$ cat src/rtl/ple_pkg.sv
package ple_pkg;

  localparam int CAPACITY_DEF    = 64;
  localparam int HANDLE_BITS_DEF = 16;

  localparam int MODE_W = 3;
  localparam int POS_W  = 7;
  localparam int HDL_W  = 16;
  localparam int STAT_W = 2;
  localparam int TOT_W  = 7;

  localparam logic [MODE_W-1:0] MODE_INS_HEAD = 3'd0;
  localparam logic [MODE_W-1:0] MODE_INS_TAIL = 3'd1;
  localparam logic [MODE_W-1:0] MODE_INS_POS  = 3'd2;
  localparam logic [MODE_W-1:0] MODE_REM_HEAD = 3'd3;
  localparam logic [MODE_W-1:0] MODE_REM_TAIL = 3'd4;
  localparam logic [MODE_W-1:0] MODE_REM_POS  = 3'd5;
  localparam logic [MODE_W-1:0] MODE_DUMP     = 3'd6;

  localparam logic [STAT_W-1:0] ST_OK    = 2'd0;
  localparam logic [STAT_W-1:0] ST_FULL  = 2'd1;
  localparam logic [STAT_W-1:0] ST_EMPTY = 2'd2;
  localparam logic [STAT_W-1:0] ST_RANGE = 2'd3;

  typedef struct packed {
    logic [MODE_W-1:0] mode;
    logic [POS_W-1:0]  position;
    logic [HDL_W-1:0]  record_handle;
  } cmd_t;

  typedef struct packed {
    logic [HDL_W-1:0]  out_handle;
    logic [STAT_W-1:0] status;
    logic [TOT_W-1:0]  entry_total;
    logic              last_of_run;
  } res_t;

  typedef enum logic [2:0] {
    S_IDLE,
    S_SHIFT_UP,
    S_PUT,
    S_SHIFT_DN,
    S_DUMP
  } state_t;

  typedef struct packed {
    logic load;
    logic up;
  } walk_cmd_t;

  typedef struct packed {
    logic vld;
    logic last;
  } walk_fol_t;

endpackage

$ cat src/rtl/ple_ram.sv
module ple_ram #(
  parameter int WIDTH = 16,
  parameter int DEPTH = 64
) (
  input  logic                     clk,
  input  logic                     we,
  input  logic [$clog2(DEPTH)-1:0] waddr,
  input  logic [WIDTH-1:0]         wdata,
  input  logic                     re,
  input  logic [$clog2(DEPTH)-1:0] raddr,
  output logic [WIDTH-1:0]         rdata
);

  logic [WIDTH-1:0] mem [DEPTH];

  always_ff @(posedge clk) begin
    if (we) begin
      mem[waddr] <= wdata;
    end
    if (re) begin
      rdata <= mem[raddr];
    end
  end

endmodule

$ cat src/rtl/ple_walk.sv
module ple_walk #(
  parameter int AW = 6
) (
  input  logic                clk,
  input  logic                rst,
  input  ple_pkg::walk_cmd_t  cmd,
  input  logic [AW-1:0]       start_addr,
  input  logic [AW-1:0]       stop_addr,
  output logic                rd_en,
  output logic [AW-1:0]       rd_addr,
  output ple_pkg::walk_fol_t  fol,
  output logic [AW-1:0]       fol_addr
);

  logic          active;
  logic          up;
  logic [AW-1:0] cur;
  logic [AW-1:0] stop;
  logic          at_stop;
  logic [AW-1:0] step;

  // One incrementer/decrementer and one compare serve every walk.
  assign at_stop = (cur == stop);
  assign step    = up ? cur + AW'(1) : cur - AW'(1);
  assign rd_en   = active;
  assign rd_addr = cur;

  always_ff @(posedge clk) begin
    if (rst) begin
      active <= 1'b0;
      fol    <= '0;
    end else begin
      if (cmd.load) begin
        active <= 1'b1;
      end else if (active && at_stop) begin
        active <= 1'b0;
      end
      fol.vld  <= active;
      fol.last <= active && at_stop;
    end
  end

  // The follow stage lines up with the registered read data of the RAM.
  always_ff @(posedge clk) begin
    if (cmd.load) begin
      cur  <= start_addr;
      stop <= stop_addr;
      up   <= cmd.up;
    end else if (active) begin
      cur <= step;
    end
    fol_addr <= cur;
  end

endmodule

$ cat src/rtl/positional_list_engine_core.sv
// Ordered list of up to CAPACITY handles with positional insert and remove.
// A command word is taken on cmd at a clock edge where start is high and busy
// is low. Each result word appears on result for exactly one cycle with done
// high; the receiver cannot stall, so it must take every word as it comes.
// Path from the accepting edge to the result, with n entries in the list:
//   errors, empty dump, unused mode: result in the next cycle, busy stays low.
//   insert at the tail: the handle is written in S_PUT, which gives the result.
//   insert at position p below n: slots n-1 down to p move back, then S_PUT.
//   remove at position p: slots p to n-1 are read and those above p move down.
//   dump: slots 0 to n-1 are read out one word a cycle, the last marked.
// busy is high from the cycle after acceptance until the final result shows.
// One RAM walk of one entry per cycle is shared by inserts, removes and dumps.
// Reset clears the entry count; the list contents are not cleared and slots
// beyond the count are never read.
module positional_list_engine_core #(
  parameter int CAPACITY    = ple_pkg::CAPACITY_DEF,
  parameter int HANDLE_BITS = ple_pkg::HANDLE_BITS_DEF
) (
  input  logic          clk,
  input  logic          rst,
  input  logic          start,
  output logic          busy,
  input  ple_pkg::cmd_t cmd,
  output logic          done,
  output ple_pkg::res_t result
);

  localparam int AW = $clog2(CAPACITY);
  localparam int CW = $clog2(CAPACITY + 1);
  localparam int XW = HANDLE_BITS + ple_pkg::HDL_W;

  ple_pkg::state_t state;
  ple_pkg::state_t state_next;

  logic [CW-1:0]          count;
  logic [CW-1:0]          count_next;
  logic [AW-1:0]          pos_q;
  logic [AW-1:0]          pos_next;
  logic [HANDLE_BITS-1:0] hdl_q;
  logic [HANDLE_BITS-1:0] hdl_next;
  logic [HANDLE_BITS-1:0] got_q;
  logic [HANDLE_BITS-1:0] got_next;

  logic                   acc;
  logic                   is_ins;
  logic                   is_rem;
  logic                   is_dump;
  logic                   full;
  logic                   empty;
  logic [ple_pkg::POS_W-1:0] cnt_x;
  logic [ple_pkg::POS_W-1:0] ins_tgt;
  logic [ple_pkg::POS_W-1:0] rem_tgt;
  logic [ple_pkg::POS_W-1:0] tgt;
  logic                   go_put;
  logic                   go_up;
  logic                   go_dn;
  logic                   go_dump;
  logic [ple_pkg::STAT_W-1:0] err_st;
  logic [AW-1:0]          cnt_m1;

  logic [XW-1:0]          in_ext;
  logic [HANDLE_BITS-1:0] hdl_in;
  logic [XW-1:0]          out_ext;

  ple_pkg::walk_cmd_t     wcmd;
  logic [AW-1:0]          w_start;
  logic [AW-1:0]          w_stop;
  logic                   rd_en;
  logic [AW-1:0]          rd_addr;
  ple_pkg::walk_fol_t     fol;
  logic [AW-1:0]          fol_addr;
  logic [HANDLE_BITS-1:0] rdata;

  logic                   we;
  logic [AW-1:0]          waddr;
  logic [HANDLE_BITS-1:0] wdata;

  logic                   emit;
  logic [HANDLE_BITS-1:0] emit_h;
  logic [ple_pkg::STAT_W-1:0] emit_st;
  logic [ple_pkg::TOT_W-1:0]  emit_tot;
  logic                   emit_last;
  ple_pkg::res_t          res_next;

  assign busy    = (state != ple_pkg::S_IDLE);
  assign acc     = start && !busy;
  assign cnt_x   = ple_pkg::POS_W'(count);
  assign cnt_m1  = AW'(count - CW'(1));
  assign full    = (count == CW'(CAPACITY));
  assign empty   = (count == '0);
  assign in_ext  = XW'(cmd.record_handle);
  assign hdl_in  = in_ext[HANDLE_BITS-1:0];
  assign out_ext = XW'(emit_h);

  assign res_next = '{out_handle:  out_ext[ple_pkg::HDL_W-1:0],
                      status:      emit_st,
                      entry_total: emit_tot,
                      last_of_run: emit_last};

  // Command decode and the checks that pick the path of a new word.
  always_comb begin
    is_ins  = cmd.mode inside {ple_pkg::MODE_INS_HEAD, ple_pkg::MODE_INS_TAIL,
                               ple_pkg::MODE_INS_POS};
    is_rem  = cmd.mode inside {ple_pkg::MODE_REM_HEAD, ple_pkg::MODE_REM_TAIL,
                               ple_pkg::MODE_REM_POS};
    is_dump = (cmd.mode == ple_pkg::MODE_DUMP);
    ins_tgt = '0;
    rem_tgt = '0;
    case (cmd.mode)
      ple_pkg::MODE_INS_TAIL: ins_tgt = cnt_x;
      ple_pkg::MODE_INS_POS:  ins_tgt = cmd.position;
      ple_pkg::MODE_REM_TAIL: rem_tgt = empty ? '0 : cnt_x - ple_pkg::POS_W'(1);
      ple_pkg::MODE_REM_POS:  rem_tgt = cmd.position;
      default: begin
        ins_tgt = '0;
        rem_tgt = '0;
      end
    endcase
    tgt     = is_ins ? ins_tgt : rem_tgt;
    go_put  = is_ins && !full && (ins_tgt == cnt_x);
    go_up   = is_ins && !full && (ins_tgt < cnt_x);
    go_dn   = is_rem && !empty && (rem_tgt < cnt_x);
    go_dump = is_dump && !empty;
    if (is_ins) begin
      err_st = full ? ple_pkg::ST_FULL : ple_pkg::ST_RANGE;
    end else if (is_rem) begin
      err_st = empty ? ple_pkg::ST_EMPTY : ple_pkg::ST_RANGE;
    end else if (is_dump) begin
      err_st = ple_pkg::ST_EMPTY;
    end else begin
      err_st = ple_pkg::ST_OK;
    end
  end

  always_comb begin
    state_next = state;
    case (state)
      ple_pkg::S_IDLE: begin
        if (acc) begin
          if (go_put) begin
            state_next = ple_pkg::S_PUT;
          end else if (go_up) begin
            state_next = ple_pkg::S_SHIFT_UP;
          end else if (go_dn) begin
            state_next = ple_pkg::S_SHIFT_DN;
          end else if (go_dump) begin
            state_next = ple_pkg::S_DUMP;
          end
        end
      end
      ple_pkg::S_SHIFT_UP: begin
        if (fol.vld && fol.last) begin
          state_next = ple_pkg::S_PUT;
        end
      end
      ple_pkg::S_PUT: begin
        state_next = ple_pkg::S_IDLE;
      end
      ple_pkg::S_SHIFT_DN, ple_pkg::S_DUMP: begin
        if (fol.vld && fol.last) begin
          state_next = ple_pkg::S_IDLE;
        end
      end
      default: begin
        state_next = ple_pkg::S_IDLE;
      end
    endcase
  end

  always_comb begin
    count_next = count;
    pos_next   = pos_q;
    hdl_next   = hdl_q;
    got_next   = got_q;
    wcmd       = '0;
    w_start    = '0;
    w_stop     = '0;
    we         = 1'b0;
    waddr      = '0;
    wdata      = '0;
    emit       = 1'b0;
    emit_h     = '0;
    emit_st    = ple_pkg::ST_OK;
    emit_last  = 1'b1;
    case (state)
      ple_pkg::S_IDLE: begin
        if (acc) begin
          pos_next = AW'(tgt);
          hdl_next = hdl_in;
          if (go_up) begin
            // Move entries one place back, from the tail down to the target.
            wcmd    = '{load: 1'b1, up: 1'b0};
            w_start = cnt_m1;
            w_stop  = AW'(tgt);
          end else if (go_dn) begin
            // The first read is the removed word; the rest close the gap.
            wcmd    = '{load: 1'b1, up: 1'b1};
            w_start = AW'(tgt);
            w_stop  = cnt_m1;
          end else if (go_dump) begin
            wcmd    = '{load: 1'b1, up: 1'b1};
            w_start = '0;
            w_stop  = cnt_m1;
          end else if (!go_put) begin
            emit    = 1'b1;
            emit_st = err_st;
          end
        end
      end
      ple_pkg::S_SHIFT_UP: begin
        if (fol.vld) begin
          we    = 1'b1;
          waddr = fol_addr + AW'(1);
          wdata = rdata;
        end
      end
      ple_pkg::S_PUT: begin
        we         = 1'b1;
        waddr      = pos_q;
        wdata      = hdl_q;
        count_next = count + CW'(1);
        emit       = 1'b1;
      end
      ple_pkg::S_SHIFT_DN: begin
        if (fol.vld) begin
          if (fol_addr == pos_q) begin
            got_next = rdata;
          end else begin
            we    = 1'b1;
            waddr = fol_addr - AW'(1);
            wdata = rdata;
          end
          if (fol.last) begin
            count_next = count - CW'(1);
            emit       = 1'b1;
            emit_h     = (fol_addr == pos_q) ? rdata : got_q;
          end
        end
      end
      ple_pkg::S_DUMP: begin
        if (fol.vld) begin
          emit      = 1'b1;
          emit_h    = rdata;
          emit_last = fol.last;
        end
      end
      default: begin
        emit = 1'b0;
      end
    endcase
    emit_tot = ple_pkg::TOT_W'(count_next);
  end

  always_ff @(posedge clk) begin
    if (rst) begin
      state <= ple_pkg::S_IDLE;
      count <= '0;
      done  <= 1'b0;
    end else begin
      state <= state_next;
      count <= count_next;
      done  <= emit;
    end
  end

  always_ff @(posedge clk) begin
    pos_q <= pos_next;
    hdl_q <= hdl_next;
    got_q <= got_next;
    if (emit) begin
      result <= res_next;
    end
  end

  ple_walk #(
    .AW(AW)
  ) u_walk (
    .clk        (clk),
    .rst        (rst),
    .cmd        (wcmd),
    .start_addr (w_start),
    .stop_addr  (w_stop),
    .rd_en      (rd_en),
    .rd_addr    (rd_addr),
    .fol        (fol),
    .fol_addr   (fol_addr)
  );

  ple_ram #(
    .WIDTH(HANDLE_BITS),
    .DEPTH(CAPACITY)
  ) u_ram (
    .clk   (clk),
    .we    (we),
    .waddr (waddr),
    .wdata (wdata),
    .re    (rd_en),
    .raddr (rd_addr),
    .rdata (rdata)
  );

  a_count_bound: assert property (@(posedge clk) disable iff (rst)
    count <= CW'(CAPACITY))
    else $error("entry count above capacity");

  a_fol_in_walk: assert property (@(posedge clk) disable iff (rst)
    fol.vld |-> (state == ple_pkg::S_SHIFT_UP || state == ple_pkg::S_SHIFT_DN ||
                 state == ple_pkg::S_DUMP))
    else $error("read data returned outside a walk");

  a_no_rw_clash: assert property (@(posedge clk) disable iff (rst)
    (we && rd_en) |-> (waddr != rd_addr))
    else $error("write and read hit the same slot");

  a_accept_answers: assert property (@(posedge clk) disable iff (rst)
    acc |=> (busy || done))
    else $error("accepted word neither busy nor answered");

endmodule

$ cat config.mk
export PLATFORM = sky130hd
export DESIGN_NAME = positional_list_engine_core
export DESIGN_NICKNAME = d
export VERILOG_FILES = /design/src/rtl/ple_pkg.sv /design/src/rtl/ple_ram.sv /design/src/rtl/ple_walk.sv /design/src/rtl/positional_list_engine_core.sv
export SDC_FILE = /design/constraint.sdc
export NUM_CORES = 1
export LEC_CHECK = 0
export BUFFER_PORTS_ARGS = -buffer_cell sky130_fd_sc_hd__buf_2
export CAP_MARGIN = 20
export CORE_ASPECT_RATIO = 1.75
export CORE_UTILIZATION = 45
export DETAILED_ROUTE_END_ITERATION = 12
export PLACE_DENSITY = 0.66
export SLEW_MARGIN = 20
export SYNTH_ARGS = -nofsm -noshare
export SYNTH_HDL_FRONTEND = slang
export SYNTH_SLANG_ARGS = --single-unit
$ cat constraint.sdc
create_clock -name clk -period 6.3 [get_ports clk]
set_input_delay 0.63 -clock clk [delete_from_list [all_inputs] [get_ports clk]]
set_output_delay 0.63 -clock clk [all_outputs]
set_load 0.05 [all_outputs]
======== Word level (Yosys, flattened, before mapping) ========
Memory sizes are Yosys's and may differ from the RTL's. A register that Yosys moved wholly into a read port is not among the register bits.
Cells that the tools add are included.
W data, S select, Z words.
operators by class
  add/sub/neg operators ................... 6
  $mul .................................... 0
  divide/modulo/power cells ............... 0
  order comparisons ....................... 2
  equal/unequal tests ..................... 18
  shift operators ......................... 0
  multiplexer cells ....................... 63
  bitwise logic cells ..................... 2
  reduce and logical (&&, ||, !) cells .... 27
operator list
  kind                   count
  $mux W16               6
  $mux W6                14
  $pmux W16 S3           1
  $pmux W7 S2            3
  $pmux W16 S2           1
  $mux W3                7
  $mux W7                3
  $mux W2                9
  $pmux W6 S3            1
  $mux W1                15
  $lt A7 B7 Y1           2
  $add A6 B1 Y6 const B  2
  $eq A3 B2 Y1 const B   4
  $eq A3 B3 Y1 const B   4
  $eq A6 B6 Y1           2
  $sub A6 B1 Y6 const B  2
  $logic_and A1 B1 Y1    9
  $pmux W3 S3            1
  $reduce_bool A3 Y1     3
  $add A7 B1 Y7 const B  1
  $eq A7 B7 Y1           1
  $eq A7 B7 Y1 const B   1
  $logic_not A7 Y1       1
  $sub A7 B1 Y7 const B  1
  other kinds (14)       24
word-level totals
  register bits ........................... 97
  latch bits .............................. 0
  RAM bits ................................ 1024
  bits in read-only memories .............. 0
  input bits .............................. 29
  output and inout port bits .............. 28
  logic and storage cells ................. 136
  memories kept ........................... 1
memory list
  name       depth  bits a word  read ports  clocked after Yosys merged registers in  write ports  RTL line       RTL
  u_ram.mem  64     16           1           1                                        1            ple_ram.sv:14  logic [WIDTH-1:0] mem [DEPTH];

======== Logic depth before layout (Yosys ltp) ========
  depth after elaboration ................. 10
  gate-level depth with buffers ........... 17

======== By module ========
A second synthesis with hierarchy kept.
second synthesis, totals
  cell total of the unflattened synthesis .. 2302
  area, all modules ....................... 45549.9 µm²
by module, submodules not included
  module                       instances  cells an instance  area an instance (µm²)  sequential area each (µm²)
  ple_ram                      1          1829               40199.8                 31230.0
  positional_list_engine_core  1          403                4440.5                  2142.1
  ple_walk                     1          70                 909.6                   570.5

======== Worst setup path after synthesis ========
Ideal clock, no wire load.
  path kind ............................... register to register
  start ................................... register count[0] (netlist: cnt_x[0])
  end ..................................... register result[0] in the netlist's numbering (enable)
  setup time .............................. 507 ps
  arrival ................................. 3587 ps
  required time ........................... 5793 ps
  slack ................................... 2206 ps
  stages on the path, launching flop included .. 16
  buffers on the path ..................... 1
  clock period less this slack ............ 4094 ps
  path through ............................ dfxtp_1 clkbuf_1 inv_1 ha_1 nor3b_1 xnor2_1 nor3_1 a21oi_1 nor2_1 ha_1 a21o_1 a21o_1 a2111oi_4 nand2_2 nand4b_1 nand3_1
between the ends
  cells in the longest elaborated chain, start to end .. 10
  elaborated cells on any way between the ends .. 23
  classes of those cells .................. add/sub (1); order compare (2); eq/ne (2); mux (9); reduce/logical (9)
RTL lines
  item                                                   RTL line                            RTL
  from (decl)                                            positional_list_engine_core.sv:35   logic [CW-1:0] count;
  from (signal assigned)                                 positional_list_engine_core.sv:261  count <= count_next;
  branches (longest 7 deep; another with $sub A7 B1 Y7)  n/a
  $mux W1 *                                              positional_list_engine_core.sv:190  if (go_up) begin
  $mux W1 *                                              positional_list_engine_core.sv:187  if (acc) begin
  $pmux W1 S4 *                                          positional_list_engine_core.sv:185  case (state)
  net emit                                               positional_list_engine_core.sv:78   logic emit;
  to (signal assigned)                                   positional_list_engine_core.sv:271  result <= res_next;
  to (decl)                                              positional_list_engine_core.sv:25   output ple_pkg::res_t result
Mark *: on every way through the listed nets, which the timed path passes.
A chain may end at the register's enable or synchronous reset.

==> run_results.csv <==
group,metric,value,unit
sta,fin_ws,1880,ps
worst_setup_path,end_kind,"flop",
global_route,grt_pass1_vias,22800,
floorplanning,core,99500,um2
routing,num_vias,21800,
cts,cts_made_buffers,95,
worst_setup_path,crit_start,"cnt_x[0]",
worst_setup_path,path_cells,"inv_1 > ha_1 > nor3b_1 > xnor2_1 > nor3_1 > a21oi_1 > nor2_1 > ha_1 > a21o_1 > a21o_1 > a2111oi_4 > nand2_2 > a31o_1 > inv_2 > mux2_2",
placed_design,place_ws,1830,ps
worst_setup_path,ff2ff_path_depth,15,
sta,worst_slew_pin_slew,1110,ps
synth,synthFlopType,"edfxtp_1",
worst_setup_path,crit_arrival,4890,ps
routing,detail_route.iter0.violations,2017,
routing,vias_per_cell,6.00,
global_route,grt_max_degree,111,
worst_setup_path,critPathBufInv,2,
global_route,grtUsageMet3,3.14,%
pwr,p_per_area,302,nW/um2
routing,drt_first_pass_iters,7,
routing,antenna_left,0,
synth,syn_avg_cell_area,21.2,um2
cts,post_cts_resized,0,
global_route,grtUsageMet1,24.7,%
worst_setup_path,r2r-end,"u_walk.rd_addr[1]",
worst_setup_path,critical_path.top_delay_family,"compound AO/OA/AOI/OAI gates",
sta,period_needed,4420,ps
sta,finalMaxSlewViolations,0,
cts,cts_root_buf,"clkbuf_16",
floorplanning,ios,57,
pwr,leakagePower,0.0154,uW
cts,htree_levels,3,
cts,clk_pin_slew,70,ps
final_layout,drive_gt1_share,29.1,%
final_layout,final_common_cell,"edfxtp_1",
sta,slew_headroom,25.8,%
final_layout,antenna_cells,0,
cts,ctsHoldBuffers,0,
pwr,peakVddDrop,247,uV
outcome,status,"complete, no violations",
global_route,grt.total_usage,21.8,%
floorplanning,rows,153,
floorplanning,die_area,102000,um2
placed_design,place.gp.congestion,0.927,
routing,drc,0,
sta,fin_hold_ws,105,ps
synth,yosysTopAreaCellShare,74.0,%
routing,wl_per_cell,30.2,um
global_route,grt_pass1_wl,160000,um
global_route,gr-max-usage-layer,"met2",
worst_setup_path,path_depth,15,
sta,finalHoldViolCount,0,
sta,fin_tns_setup,0,ps
synth,synth_top_cell_by_area,"edfxtp_1",
floorplanning,fp.dieH,422,um
sta,fmax,226,MHz
final_layout,nNetsFinal,2310,
hold_path,min_from,"cmd[8]",
placed_design,dp_hpwl,69600,um
worst_setup_path,critPathMaxFanout,12,
synth,synth_async_sr_flop_share,0,%
sta,fin_skew,39.1,ps
global_route,antenna_found_initial,1,
worst_setup_path,rr_startpoint,"cnt_x[0]",
final_layout,nFillCells,7800,
synth,synthDistinctLibCells,73,
routing,routed_wl,110000,um
run,cap_viol_max_count,0,
worst_setup_path,required,6760,ps
sta,rsz0062_at_grt,"no",
global_route,grt_util_met2,38.9,%
floorplanning,initial_core_util,45.5,%
synth,yosys-top-cells-area,"edfxtp_1, mux4_2, mux2_2",
cts,cts_buffer_depth,3,
worst_setup_path,cpPeakStageDelay,670,ps
synth,syn_inst,2138,
hold_path,hold_class,"input pin to flop",
worst_setup_path,worstSetupEndpoint,"u_walk.rd_addr[1]",
synth,synth-edff-count,1117,
floorplanning,die_w,242,um
synth,syn_nets,2190,
worst_setup_path,setup.worst_path.start_class,"flop",
final_layout,final_cell_mix,"edfxtp_1, mux4_2, clkbuf_16",
cts,clk_latency,710,ps
synth,yosysWarnings,0,
global_route,globalRoute.totalOverflow,0,
final_layout,syn_to_final_growth,11.8,%
worst_setup_path,critical_path_class,"flop to flop",
cts,cts_setup_buffers,0,
worst_setup_path,r2r_setup_slack,1880,ps
placed_design,io_buffers,56,
sta,period_share,70.2,%
worst_setup_path,critical_path.slowest_cell,"dfxtp_1",
synth,syn_area,45300,um2
synth,ys_ff_latch,1137,
cts,cts_sinks,1137,
synth,ys_seq_area_share,74.9,%
cts,cts_tree,"done",
sta,setup_viol,0,
==> worst min path at each step <==
stage | slack (ps) | endpoint | depth (start not counted)
2_1_floorplan | 350 | u_walk.fol_addr[5] | 0
3_3_place_gp | 550 | got_q[4] | 1
3_5_place_dp | 560 | got_q[15] | 1
4_1_cts | 50 | hdl_q[8] | 1
5_1_grt | 80 | hdl_q[8] | 1
6_report | 100 | hdl_q[8] | 1
==> through the flow <==
| stage | power, uW | utilization, % | instance area, um2 | cells |
|---|---|---|---|---|
| 2_1_floorplan | 9260 | - | 45300 | 2138 |
| 3_3_place_gp | 9620 | 47.8 | 47600 | 3476 |
| 3_5_place_dp | 9650 | 47.8 | 47600 | 3477 |
| 4_1_cts | 15400 | 50.9 | 50600 | 3640 |
| 5_1_grt | 15700 | 50.9 | 50700 | 3641 |
| 6_report | 15300 | 50.9 | 50700 | 3641 |
==> state kept, by name (all words and copies together), names as in the netlist, 2 cells and up <==
signal	cells
cnt_x	7
got_q	16
hdl_q	16
pos_q	6
result	26
state	3
u_ram.mem	1024
u_ram.rdata	16
u_walk.fol	2
u_walk.fol_addr	6
u_walk.rd_addr	6
u_walk.stop	6
==> synth_stat cells, drive strengths merged (5+ instances only) <==
cell / instances
xnor2: 17
xor2: 14
nor2: 72
mux4: 299
mux2: 42
a221oi: 7
o22ai: 23
a21oi: 21
buf: 71
a22o: 20
a22oi: 24
o221ai: 5
nand4: 7
edfxtp: 1117
a21o: 9
o31ai: 14
nand3: 19
a31o: 5
ha: 22
a32o: 16
a221o: 6
nand2b: 8
clkbuf: 54
and3: 5
nor3: 34
nand2: 35
o21ai: 18
nor2b: 29
inv: 28
mux2i: 9
dfxtp: 20
==> cells by family (layout without fill, tap and decap cells) <==
family                     after synthesis  count (layout)  share of synthesized area, %
DFF                                   1137            1137                          74.9
muxes                                  350             350                          16.1
and+or+nand+nor                        244             244                          2.78
AOI/OAI and AO/OA                      199             199                          3.37
buffers and inverters                  154             340                          1.62
xor gates and xnor gates                31              31                         0.599
adders and majority gates               23              23                         0.651
==> where the power goes <==
group | switching (uW) | leakage, uW | internal [uW]
clock network | 2670 | 0.00147 | 3170
registers | 40.7 | 0.00980 | 8330
logic | 690 | 0.00414 | 409
total | 3410 | 0.0154 | 11900
==> final cells by class <==
class	count	area (um2)	share of cell area [%]
Clock inverter	45	541	1.07
Sequential cell	1137	33900	67.0
Inverter	29	109	0.215
Multi-Input combinational cell	847	10900	21.4
Timing Repair Buffer	148	1060	2.09
Tap cell	1317	1650	3.25
Clock buffer	118	2490	4.92
==> routing by layer <==
metal,share of wire [%],vias to the layer above
met2,54,770
met3,5.0,213
met1,35,11600
met5,0,-
met4,6.4,0
li1,-,9222
Power figures use the tool's default switching activity.
